<file path="src/rtl/bmppk_pkg.sv">
package bmppk_pkg;

    // Field and counter widths
    localparam int unsigned SIZE_W  = 13;
    localparam int unsigned COUNT_W = 12;
    localparam int unsigned IDX_W   = 2;

    // Largest row length and image height taken from the size registers
    localparam logic [SIZE_W-1:0] MAX_WIDTH  = 13'd4096;
    localparam logic [SIZE_W-1:0] MAX_HEIGHT = 13'd4096;

    // Configuration register indexes
    localparam logic [IDX_W-1:0] REG_IMAGE_WIDTH  = 2'd0;
    localparam logic [IDX_W-1:0] REG_IMAGE_HEIGHT = 2'd1;
    localparam logic [IDX_W-1:0] REG_DEPTH_MODE   = 2'd2;

    // Depth mode codes
    localparam logic DEPTH_4BPP = 1'b0;
    localparam logic DEPTH_8BPP = 1'b1;

    // Bytes owed for one accepted pixel: an optional data byte, then padding
    typedef struct packed {
        logic [7:0] data;
        logic       has_data;
        logic [1:0] pad;
        logic       row_last;
        logic       img_end;
    } t_job;

    // Map a zero size to one and saturate above the maximum
    function automatic logic [SIZE_W-1:0] clamp_size(
        input logic [SIZE_W-1:0] v,
        input logic [SIZE_W-1:0] max_v
    );
        logic [SIZE_W-1:0] r;
        r = v;
        if (v == '0) begin
            r = {{(SIZE_W-1){1'b0}}, 1'b1};
        end else if (v > max_v) begin
            r = max_v;
        end
        return r;
    endfunction

endpackage

</file>
<file path="src/rtl/bmppk_pix_if.sv">
interface bmppk_pix_if;
    logic       valid;
    logic       ready;
    logic [7:0] pixel;

    modport source (output valid, output pixel, input ready);
    modport sink   (input valid, input pixel, output ready);
endinterface

</file>
<file path="src/rtl/bmppk_byte_if.sv">
interface bmppk_byte_if;
    logic       valid;
    logic       ready;
    logic [7:0] out_byte;
    logic       row_end;
    logic       image_end;

    modport source (output valid, output out_byte, output row_end, output image_end,
                    input ready);
    modport sink   (input valid, input out_byte, input row_end, input image_end,
                    output ready);
endinterface

</file>
<file path="src/rtl/bmppk_emit.sv">
module bmppk_emit
    import bmppk_pkg::*;
(
    input  logic                i_clk,
    input  logic                i_rst_n,
    input  logic                i_load,
    input  t_job                i_job,
    output logic                o_can_load,
    bmppk_byte_if.source        o_byte
);

    logic       r_valid;
    t_job       r_job;
    logic       n_valid;
    t_job       n_job;
    logic       s_last_byte;
    logic       s_xfer;

    // The byte on offer closes the job when no padding follows it
    assign s_last_byte = r_job.has_data ? (r_job.pad == 2'd0) : (r_job.pad == 2'd1);
    assign s_xfer      = r_valid && o_byte.ready;
    assign o_can_load  = !r_valid || (s_last_byte && o_byte.ready);

    // Drive the output channel from the job register
    assign o_byte.valid     = r_valid;
    assign o_byte.out_byte  = r_job.has_data ? r_job.data : 8'h00;
    assign o_byte.row_end   = r_job.row_last && s_last_byte;
    assign o_byte.image_end = r_job.row_last && s_last_byte && r_job.img_end;

    // Advance through the job one byte per transfer, take a new job when free
    always_comb begin
        n_valid = r_valid;
        n_job   = r_job;
        if (s_xfer) begin
            if (s_last_byte) begin
                n_valid = 1'b0;
            end else if (r_job.has_data) begin
                n_job.has_data = 1'b0;
            end else begin
                n_job.pad = r_job.pad - 2'd1;
            end
        end
        if (i_load) begin
            n_valid = 1'b1;
            n_job   = i_job;
        end
    end

    always_ff @(posedge i_clk) begin
        if (!i_rst_n) begin
            r_valid <= 1'b0;
        end else begin
            r_valid <= n_valid;
        end
        r_job <= n_job;
    end

`ifndef ASSERT_OFF
    a_no_overwrite: assert property (@(posedge i_clk) disable iff (!i_rst_n)
        i_load |-> (!r_valid || (s_last_byte && o_byte.ready)))
        else $error("job loaded over one still in progress");

    a_pad_only_nonempty: assert property (@(posedge i_clk) disable iff (!i_rst_n)
        (r_valid && !r_job.has_data) |-> (r_job.pad != 2'd0))
        else $error("empty job on offer");

    a_job_continues: assert property (@(posedge i_clk) disable iff (!i_rst_n)
        (s_xfer && !s_last_byte) |=> (r_valid && !r_job.has_data))
        else $error("job dropped before its last byte");

    a_image_end_on_row_end: assert property (@(posedge i_clk) disable iff (!i_rst_n)
        (r_valid && o_byte.image_end) |-> o_byte.row_end)
        else $error("image end without row end");
`endif

endmodule

</file>
<file path="src/rtl/bmp_pixel_row_packer_core.sv">
// Channel    Dir   Payload                          Transfer
// i_pix      in    pixel[7:0]                       valid && ready
// o_byte     out   out_byte[7:0] row_end image_end  valid && ready
// i_cfg_*    in    i_cfg_idx[1:0] i_cfg_data[12:0]  i_cfg_we high
//
// One pixel per cycle is accepted while its bytes have room; each pixel is folded
// into the row state in the cycle it is taken and its bytes are queued in one job
// register. A row-closing pixel owes up to four bytes (data plus zero padding),
// so the input is held while the job register drains.
// In 4-bit mode an even pixel that does not close a row produces no byte and is
// taken even while a job waits. Stalls on o_byte hold the job and, once the job
// register is full, i_pix. Reset (synchronous) clears counters and the job.
module bmp_pixel_row_packer_core
    import bmppk_pkg::*;
(
    input  logic                i_clk,
    input  logic                i_rst_n,
    input  logic                i_cfg_we,
    input  logic [IDX_W-1:0]    i_cfg_idx,
    input  logic [SIZE_W-1:0]   i_cfg_data,
    bmppk_pix_if.sink           i_pix,
    bmppk_byte_if.source        o_byte
);

    logic [SIZE_W-1:0]  r_width;
    logic [SIZE_W-1:0]  r_height;
    logic               r_depth;
    logic [COUNT_W-1:0] r_column;
    logic [COUNT_W-1:0] r_row;
    logic [3:0]         r_held;
    logic [1:0]         r_mod4;

    logic [SIZE_W-1:0]  s_w_eff;
    logic [SIZE_W-1:0]  s_h_eff;
    logic               s_last;
    logic               s_img_end;
    logic               s_odd;
    logic               s_emit;
    logic [1:0]         s_mod4;
    logic               s_can_load;
    logic               s_accept;
    t_job               s_job;

    // Effective sizes and row position of the pixel on offer
    assign s_w_eff   = clamp_size(r_width, MAX_WIDTH);
    assign s_h_eff   = clamp_size(r_height, MAX_HEIGHT);
    assign s_last    = ({1'b0, r_column} + {{(SIZE_W-1){1'b0}}, 1'b1}) >= s_w_eff;
    assign s_img_end = ({1'b0, r_row} + {{(SIZE_W-1){1'b0}}, 1'b1}) >= s_h_eff;
    assign s_odd     = r_column[0];
    assign s_emit    = s_odd || (r_depth == DEPTH_8BPP) || s_last;
    assign s_mod4    = r_mod4 + {1'b0, s_emit};

    // Build the job: data byte, then padding up to a four-byte boundary
    always_comb begin
        s_job.has_data = 1'b1;
        s_job.row_last = s_last;
        s_job.img_end  = s_img_end;
        s_job.pad      = s_last ? (2'd0 - s_mod4) : 2'd0;
        if (r_depth == DEPTH_8BPP) begin
            s_job.data = i_pix.pixel;
        end else if (s_odd) begin
            s_job.data = {r_held, i_pix.pixel[3:0]};
        end else begin
            s_job.data = {i_pix.pixel[3:0], 4'h0};
        end
    end

    // Take a pixel when its bytes have room, or when it owes none
    assign i_pix.ready = !s_emit || s_can_load;
    assign s_accept    = i_pix.valid && i_pix.ready;

    // Configuration registers
    always_ff @(posedge i_clk) begin
        if (!i_rst_n) begin
            r_width  <= {{(SIZE_W-1){1'b0}}, 1'b1};
            r_height <= {{(SIZE_W-1){1'b0}}, 1'b1};
            r_depth  <= DEPTH_8BPP;
        end else if (i_cfg_we) begin
            unique case (i_cfg_idx)
                REG_IMAGE_WIDTH:  r_width  <= i_cfg_data;
                REG_IMAGE_HEIGHT: r_height <= i_cfg_data;
                REG_DEPTH_MODE:   r_depth  <= i_cfg_data[0];
                default: ;
            endcase
        end
    end

    // Advance row state on every accepted pixel
    always_ff @(posedge i_clk) begin
        if (!i_rst_n) begin
            r_column <= '0;
            r_row    <= '0;
            r_held   <= 4'h0;
            r_mod4   <= 2'd0;
        end else if (s_accept) begin
            if (!s_odd) begin
                r_held <= i_pix.pixel[3:0];
            end
            if (s_last) begin
                r_column <= '0;
                r_row    <= s_img_end ? '0 : r_row + {{(COUNT_W-1){1'b0}}, 1'b1};
                r_mod4   <= 2'd0;
            end else begin
                r_column <= r_column + {{(COUNT_W-1){1'b0}}, 1'b1};
                r_mod4   <= s_mod4;
            end
        end
    end

    bmppk_emit u_emit (
        .i_clk      (i_clk),
        .i_rst_n    (i_rst_n),
        .i_load     (s_accept && s_emit),
        .i_job      (s_job),
        .o_can_load (s_can_load),
        .o_byte     (o_byte)
    );

endmodule
</file>
<file path="src/flat_wrapper.sv">
// flat-port wrapper written by rule: the top's interface ports become plain ports
module bmp_pixel_row_packer_core_flat import bmppk_pkg::*;
  (i_clk, i_rst_n, i_cfg_we, i_cfg_idx, i_cfg_data, i_pix_valid, i_pix_pixel, i_pix_ready, o_byte_valid, o_byte_out_byte, o_byte_row_end, o_byte_image_end, o_byte_ready);
  bmppk_pix_if i_pix_i ();
  bmppk_byte_if o_byte_i ();
  input  logic i_clk;
  input  logic i_rst_n;
  input  logic i_cfg_we;
  input  logic [IDX_W-1:0] i_cfg_idx;
  input  logic [SIZE_W-1:0] i_cfg_data;
  input wire logic [$bits(i_pix_i.valid)-1:0] i_pix_valid;
  input wire logic [$bits(i_pix_i.pixel)-1:0] i_pix_pixel;
  output wire logic [$bits(i_pix_i.ready)-1:0] i_pix_ready;
  output wire logic [$bits(o_byte_i.valid)-1:0] o_byte_valid;
  output wire logic [$bits(o_byte_i.out_byte)-1:0] o_byte_out_byte;
  output wire logic [$bits(o_byte_i.row_end)-1:0] o_byte_row_end;
  output wire logic [$bits(o_byte_i.image_end)-1:0] o_byte_image_end;
  input wire logic [$bits(o_byte_i.ready)-1:0] o_byte_ready;
  assign i_pix_i.valid = i_pix_valid;
  assign i_pix_i.pixel = i_pix_pixel;
  assign i_pix_ready = i_pix_i.ready;
  assign o_byte_valid = o_byte_i.valid;
  assign o_byte_out_byte = o_byte_i.out_byte;
  assign o_byte_row_end = o_byte_i.row_end;
  assign o_byte_image_end = o_byte_i.image_end;
  assign o_byte_i.ready = o_byte_ready;
  bmp_pixel_row_packer_core u_core (.i_clk(i_clk), .i_rst_n(i_rst_n), .i_cfg_we(i_cfg_we), .i_cfg_idx(i_cfg_idx), .i_cfg_data(i_cfg_data), .i_pix(i_pix_i), .o_byte(o_byte_i));
endmodule
</file>
<file path="config.mk">
export PLATFORM = sky130hd
export DESIGN_NAME = bmp_pixel_row_packer_core_flat
export DESIGN_NICKNAME = d
export VERILOG_FILES = /design/src/rtl/bmppk_pkg.sv /design/src/rtl/bmppk_pix_if.sv /design/src/rtl/bmppk_byte_if.sv /design/src/rtl/bmppk_emit.sv /design/src/rtl/bmp_pixel_row_packer_core.sv /design/src/flat_wrapper.sv
export SDC_FILE = /design/constraint.sdc
export NUM_CORES = 1
export LEC_CHECK = 0
export BUFFER_PORTS_ARGS = -buffer_cell sky130_fd_sc_hd__buf_2
export CORE_ASPECT_RATIO = 2
export CORE_MARGIN = 2
export CORE_UTILIZATION = 59
export DETAILED_ROUTE_END_ITERATION = 8
export GPL_TIMING_DRIVEN = 0
export PLACE_DENSITY_LB_ADDON = 0.25
export SYNTH_ARGS = -nofsm -noshare
export SYNTH_HDL_FRONTEND = slang
export SYNTH_SLANG_ARGS = --single-unit
export TNS_END_PERCENT = 30
</file>
<file path="constraint.sdc">
create_clock -name i_clk -period 4.6 [get_ports i_clk]
set_input_delay 1.38 -clock i_clk [delete_from_list [all_inputs] [get_ports i_clk]]
set_output_delay 1.38 -clock i_clk [all_outputs]
set_load 0.01 [all_outputs]
</file>
# ---- After elaboration in Yosys (flattened, before gate mapping)
# Cells that the tools add are included.
dict set report word_totals {
  output_inout_bits 12
  wordCells 76
  inputBits 28
  ff_bits 71
}
dict set report op_classes {
  muxes 19
  add_sub_neg 7
  n_eq_ne 5
  order_cmp 4
  n_bitwise 2
  n_reduce_logical 26
}
# operator n
set ops {}
lappend ops {{2-to-1 mux 13 bit} 4}
lappend ops {{adder 12 x 1 -> 13 bit, second input constant} 2}
lappend ops {{greater-or-equal comparator 13 bit} 2}
lappend ops {{> comparator 13 bit, second input constant} 2}
lappend ops {{zero test 13 bit} 2}
lappend ops {{adder 12 x 1 -> 12 bit, second input constant} 2}
lappend ops {{2-to-1 mux 12 bit} 2}
lappend ops {{2-to-1 mux 8 bit} 3}
lappend ops {{AND reduction 2 bit} 7}
lappend ops {{2-to-1 mux 2 bit} 5}
lappend ops {{logical AND 1 bit} 6}
lappend ops {{equality test 2 x 1 -> 1 bit, second input constant} 2}
lappend ops {{zero test 2 bit} 2}
lappend ops {{logical OR 1 bit} 4}
lappend ops {{2-to-1 mux 1 bit} 4}
lappend ops {{2-to-1 mux 4 bit} 1}
lappend ops {{inequality test 2 bit, second input constant} 2}
lappend ops {{nonzero test 2 bit} 2}
lappend ops {{AND reduction 3 bit} 1}
lappend ops {{adder 2 x 1 -> 2 bit} 1}
lappend ops {{equality test 2 bit, second input constant} 1}
lappend ops {{zero test 1 bit} 2}
lappend ops {{inverter 1 bit} 2}
lappend ops {{subtractor 1 x 2 -> 2 bit, first input constant} 1}
lappend ops {{subtractor 2 x 1 -> 2 bit, second input constant} 1}

# ---- Logic depth before layout (Yosys ltp)
dict set report depth {
  word_depth 11
  mapped_depth 16
  ltp_nobuf 15
}

# ---- Cells and area by module
# A second synthesis with hierarchy kept.
dict set report hier_totals {
  cells_unflattened 489
  hier_area_um2 4125.2
}
# module cells_per_inst instances area_each_um2 seq_area_each_um2
set by_module_without_submodules {}
lappend by_module_without_submodules {bmp_pixel_row_packer_core 444 1 3468.3 1141.1}
lappend by_module_without_submodules {bmppk_emit 45 1 656.9 410.4}

# ---- Worst setup path before layout
# No wires, ideal clock.
dict set report synth_timing {
  kind {flip-flop to output port}
  from {reg u_core.r_column[0]}
  to {out i_pix_ready}
  slack_ps 636
  path_buffers 1
  arrival_time_ps 2584
  t_required_ps 3220
  stages_incl_launch_ff 13
  path_cell_list {dfxtp_1 -> buf_4 -> and3_1 -> and4_4 -> nand3_2 -> or2_1 -> xnor2_1 -> ha_1 -> nand4_1 -> inv_1 -> a221oi_4 -> nand3_1 -> nand2_1}
}
dict set report synth_via {
  elab_chain_cells 5
  word_cells_on_any_way 6
  classes_between {add/sub (1); order compare (1); reduce/logical (4)}
}
# item line_no
set synth_rtl {}
lappend synth_rtl {{from (decl)} bmp_pixel_row_packer_core.sv:28} ;# logic [COUNT_W-1:0] r_column;
lappend synth_rtl {{from (signal assigned)} bmp_pixel_row_packer_core.sv:104} ;# r_column <= r_column + {{(COUNT_W-1){1'b0}}, 1'b1};
lappend synth_rtl {{adder 12 x 1 -> 13 bit} bmp_pixel_row_packer_core.sv:47} ;# assign s_last = ({1'b0, r_column} + {{(SIZE_W-1){1'b0}}, 1'b1}) >= s_w_eff;
lappend synth_rtl {{greater-or-equal comparator 13 bit} bmp_pixel_row_packer_core.sv:47}
lappend synth_rtl {{logical OR 1 bit *} bmp_pixel_row_packer_core.sv:50} ;# assign s_emit = s_odd || (r_depth == DEPTH_8BPP) || s_last;
lappend synth_rtl {{zero test 1 bit *} bmp_pixel_row_packer_core.sv:69} ;# assign i_pix.ready = !s_emit || s_can_load;
lappend synth_rtl {{logical OR 1 bit *} bmp_pixel_row_packer_core.sv:69}
lappend synth_rtl {{to (decl)} flat_wrapper.sv:13} ;# output wire logic [$bits(i_pix_i.ready)-1:0] i_pix_ready;
# Every way passes the cells marked *; elsewhere a longest branch is shown, timed or not.

# ---- Final worst setup path
# Same ends and word-level chain as after synthesis.

==> run summary <==
The worst setup path category is flip-flop to output port. In this run the most used layer during global routing was met2. The final critical-path required period came out at 4501 ps.

Data arrives at the worst endpoint at 3120 ps. 0 antenna diodes ended up in the layout. For the number of hold violations in the final report, the log shows 0. Entering global routing, the biggest net connects 16 pins. The run gives 0 as the global route total overflow. The period utilization is 0.9784, and the maximum VDD drop is 0.0003678 V. The post-synthesis share of cell area spent on full adders, half adders and majority gates is 0.09518. The tool flagged a number of max-cap violations equal to 0.

At the pin with the least slew margin, the transition time is 1276 ps. The tools report the non-filler instance count after layout as 629. The logs give 3220 ps for the data required time of the worst path and 0.9408 for the weighted congestion reported at the end of routability-driven placement.

The global routing met2 resource utilization is 0.5034. A synthesized cell averages 8.472 sq um. The most frequent cell after synthesis is nand2_1. The first global-routing pass estimated 15710 um of wire. Summed over all instances, the cell type with the most area after synthesis is dfxtp_1.

During I/O placement, the number of pins put on the boundary was 40. The tightest min-delay check is of the flip-flop to flip-flop type. The tools report the initial antenna violation count as 0. Counting flops and latches in the post-synthesis netlist gives 71. The number of nets in the finished design was 595. The tools report the clock insertion delay at the later pin of the skew report as 340 ps. Of all nets on the critical path, the largest fanout is 7. The run gives 0.189 as the fraction of power consumed by combinational cells. The most used flip-flop cell after synthesis is dfxtp_1. The mux share of post-synthesis cell area works out to 0.02733. Counting both buffers and inverters, the worst setup path holds a total of 3. Maximum buffer depth of the clock tree: 2. Ranked by total cell area, the synthesized netlist is headed by dfxtp_1, nand2_1, ha_1.

The placed wire-length estimate was 7251 um; the post-detailed-route wirelength per cell was 15.25 um. Dividing total power by cell area gives a power density of 348.5 mW/mm^2. After detailed placement, the design holds a cell count of 607.

The synthesized-area fraction occupied by xor and xnor cells was 0.04943; the number of hold buffers added after CTS was 0. In this run, synthesis inferred 12 flip-flops with an integrated enable. The leakage component of the power is 1.913 nW, and the maximum cell stage delay along the critical path is 390 ps. The run gives 0 as the count of unresolved DRC violations after routing.

By count the netlist is led by nand2_1, dfxtp_1, a21oi_1, ha_1, o21ai_0. The total power is 1.654 mW, and the first-pass iteration count of the detailed router is 5. STA classifies the critical path endpoint as an output port. The compound-gate portion of the synthesized area is 0.1532.

Hold timing on the final database bottoms out at a slack of 471.5 ps. The global routing met3 resource utilization is 0.05725. The portion of total power attributed to the clock network is 0.390. The run gives 0.2488 as the met1 usage.

In this design, the largest share of critical-path delay is due to simple AND/OR/NAND/NOR gates. The number of buffers created by CTS came out at 9. In this run the horizontal extent of the chip is 62.77 um. The synthesized netlist contains 55 unique library cells. Compared with the post-synthesis result, the final layout area differs by 16.43%. For this block, the initial DRC count from the detailed router was 217. The run gives 0.1453 as the normalized max-slew margin. The flow ran to the end, and the final reports show no timing, DRC or antenna violations. The post-synthesis simple-gate area fraction was 0.2576; the initial standard-cell utilization of the core was 0.6106.

For the switching component of the power, the log shows 455.3 uW. Derived from the worst setup path, the maximum achievable clock frequency is 222.2 MHz. The via count of the first global-routing pass is 3547. TritonCTS built the clock tree.

The quantity of I/O buffers inserted on ports was 38; the proportion of synthesized chip area in sequential cells was 0.3783. The async set or reset register ratio after synthesis was 0. During synthesis, Yosys emitted a total of 0 warnings. The core region is 0.006674 sq mm.

The via-per-instance ratio is 5.763. Final core utilization: 0.7109. The final layout contains routed wiring with a total length of 9595 um.

After synthesis, the largest family of logic cells by area is simple AND/OR/NAND/NOR gates. Fraction of power spent switching nets: 0.2753. Final-report max-slew violation count: 0.

For the final database, setup skew stands at 6.131 ps. For the number of nets with antenna violations after routing, the log shows 0. The share of total power in sequential cells came out at 0.421.

The number of vias after detailed routing was 3625; the netlist area before placement was 0.004075 sq mm. The internal portion of the total power is 1.198 mW. STA classifies the critical path startpoint as a flip-flop. The number of placement rows is 42. The root buffer cell chosen for the clock tree is clkbuf_16.

Global-route usage over all layers: 0.2657. The proportion of netlist area held by the largest area contributor was 0.2898. The final-report setup violation count was 0; the post-synthesis instance total was 481.

Master of the slowest instance on the critical path: a221oi_4. Fraction of final layout cells with drive strength greater than 1: 0.1664. Traced cell by cell, the critical path runs through buf_6, and3_1, and4_4, nand3_4, or2_4, xnor2_2, ha_1, nand4_1, inv_1, a221oi_4, nand3_2, nand2_1, buf_2. The die covers 0.007628 sq mm. Clock-pin slew was measured on the worst setup and hold paths at 50 ps. For the net count after synthesis, the log shows 540.

The floorplan step set the die height to 121.5 um. The H-tree generated during clock tree synthesis spans 3 levels. The total clock sinks was 71.
==> worst reg2reg max path, cell delays in order, from the launching register on <==
cell      delay [ps]
dfxtp_4          370
buf_6            130
and3_1           200
and4_4           260
nand3_4          100
or2_4            270
xnor2_2          140
ha_1             320
nand4_1          130
nor3_2           230
o311ai_4         210
a31oi_1          990
or2_2            290
==> layout by cell type (no fill, tap or decap), types with 2 or more instances in the layout <==
cell / synthesis / layout
nand2_1: 106 / 106
dfxtp_1: 59 / 55
a21oi_1: 46 / 46
buf_2: 4 / 42
ha_1: 31 / 30
o21ai_0: 18 / 18
clkbuf_1: 12 / 14
xnor2_1: 15 / 14
inv_1: 13 / 13
nand3_1: 14 / 13
nor2_1: 12 / 12
edfxtp_1: 12 / 12
o21ai_1: 11 / 11
and2_1: 11 / 11
mux2i_1: 10 / 10
nand2b_1: 9 / 9
or3_1: 9 / 9
clkbuf_16: 0 / 9
and3_1: 8 / 8
xor2_1: 8 / 8
nor2b_1: 7 / 7
buf_4: 2 / 7
a32o_1: 6 / 6
nand4_1: 5 / 5
nor4_1: 5 / 5
nor3_1: 5 / 5
a21o_1: 4 / 4
nor3b_1: 4 / 4
buf_6: 2 / 3
a31oi_1: 3 / 3
or2_4: 2 / 3
dfxtp_2: 0 / 3
or2_2: 2 / 2
nand3b_1: 2 / 2
buf_1: 2 / 2
clkinv_2: 0 / 2
clkbuf_8: 0 / 2
==> repair_timing <==
item	4_1_cts	5_1_grt
pin swaps	2	4
buffers inserted	2	4
setup endpoints to repair	1	1
resized for setup	3	9
endpoints found under the hold margin	0	0
==> power by group through the flow <==
| stage | registers, mW | clock network, mW | logic (mW) |
|---|---|---|---|
| floorplan | 0.701 | 0 | 0.216 |
| global placement | 0.705 | 0 | 0.293 |
| detailed placement | 0.707 | 0 | 0.303 |
| CTS | 0.695 | 0.653 | 0.308 |
| global route | 0.700 | 0.681 | 0.349 |
| finish | 0.696 | 0.645 | 0.312 |
==> cell type report <==
cell class / count / area [sq um]
Buffer: 22 / 113.9
Sequential cell: 71 / 1549
Inverter: 13 / 48.80
Timing Repair Buffer: 44 / 235.2
Fill cell: 555 / 1929
Multi-Input combinational cell: 375 / 2410
Tap cell: 88 / 110.1
Clock inverter: 3 / 17.52
Clock buffer: 13 / 260.3
==> kinds of logic (layout without fill, tap and decap cells) <==
family          count (synthesis)  count (layout)
flops                          71              71
compound gates                 98              98
xor+xnor                       23              23
fa+ha+maj                      31              31
buf+inv                        35              95
simple gates                  212             212
mux                            11              11
==> state kept, by name, indices dropped and copies added (netlist names) <==
| register | flops |
|---|---|
| u_core.r_held | 4 |
| u_core.u_emit.r_job | 13 |
| u_core.u_emit.o_byte.valid | 1 |
| u_core.r_column | 12 |
| u_core.r_mod4 | 2 |
| u_core.r_depth | 1 |
| u_core.r_width | 13 |
| u_core.r_row | 12 |
| u_core.r_height | 13 |
==> path summary, 6_finish.rpt <==
path,start,to,slack [ps],depth (start not counted)
setup / recovery,u_core.r_column[0],i_pix_ready,100,13
hold / removal,u_core.r_width[8],u_core.r_width[8],470,2
setup reg to reg,u_core.r_column[0],u_core.u_emit.r_job[3],670,12
hold reg to reg,u_core.r_width[8],u_core.r_width[8],470,2
==> through the flow <==
stage                     setup slack (ps)  setup TNS [ps]  cell area (sq um)
final                                99.20               0               4745
after CTS                            31.53               0               4678
after detailed placement             116.2               0               4375
after global routing                -26.30          -26.30               4745
after global placement               189.9               0               4375
after floorplan                      635.7               0               4075
==> layer usage <==
metal  up-vias  share of wire  routed length, um
met5         -              0                  0
met4         0          0.054                519
met3        32          0.027                255
met2        72           0.56               5368
met1      1725           0.36               3451
li1       1796              -                  -
Note: power is estimated with default switching activity, not from simulation.
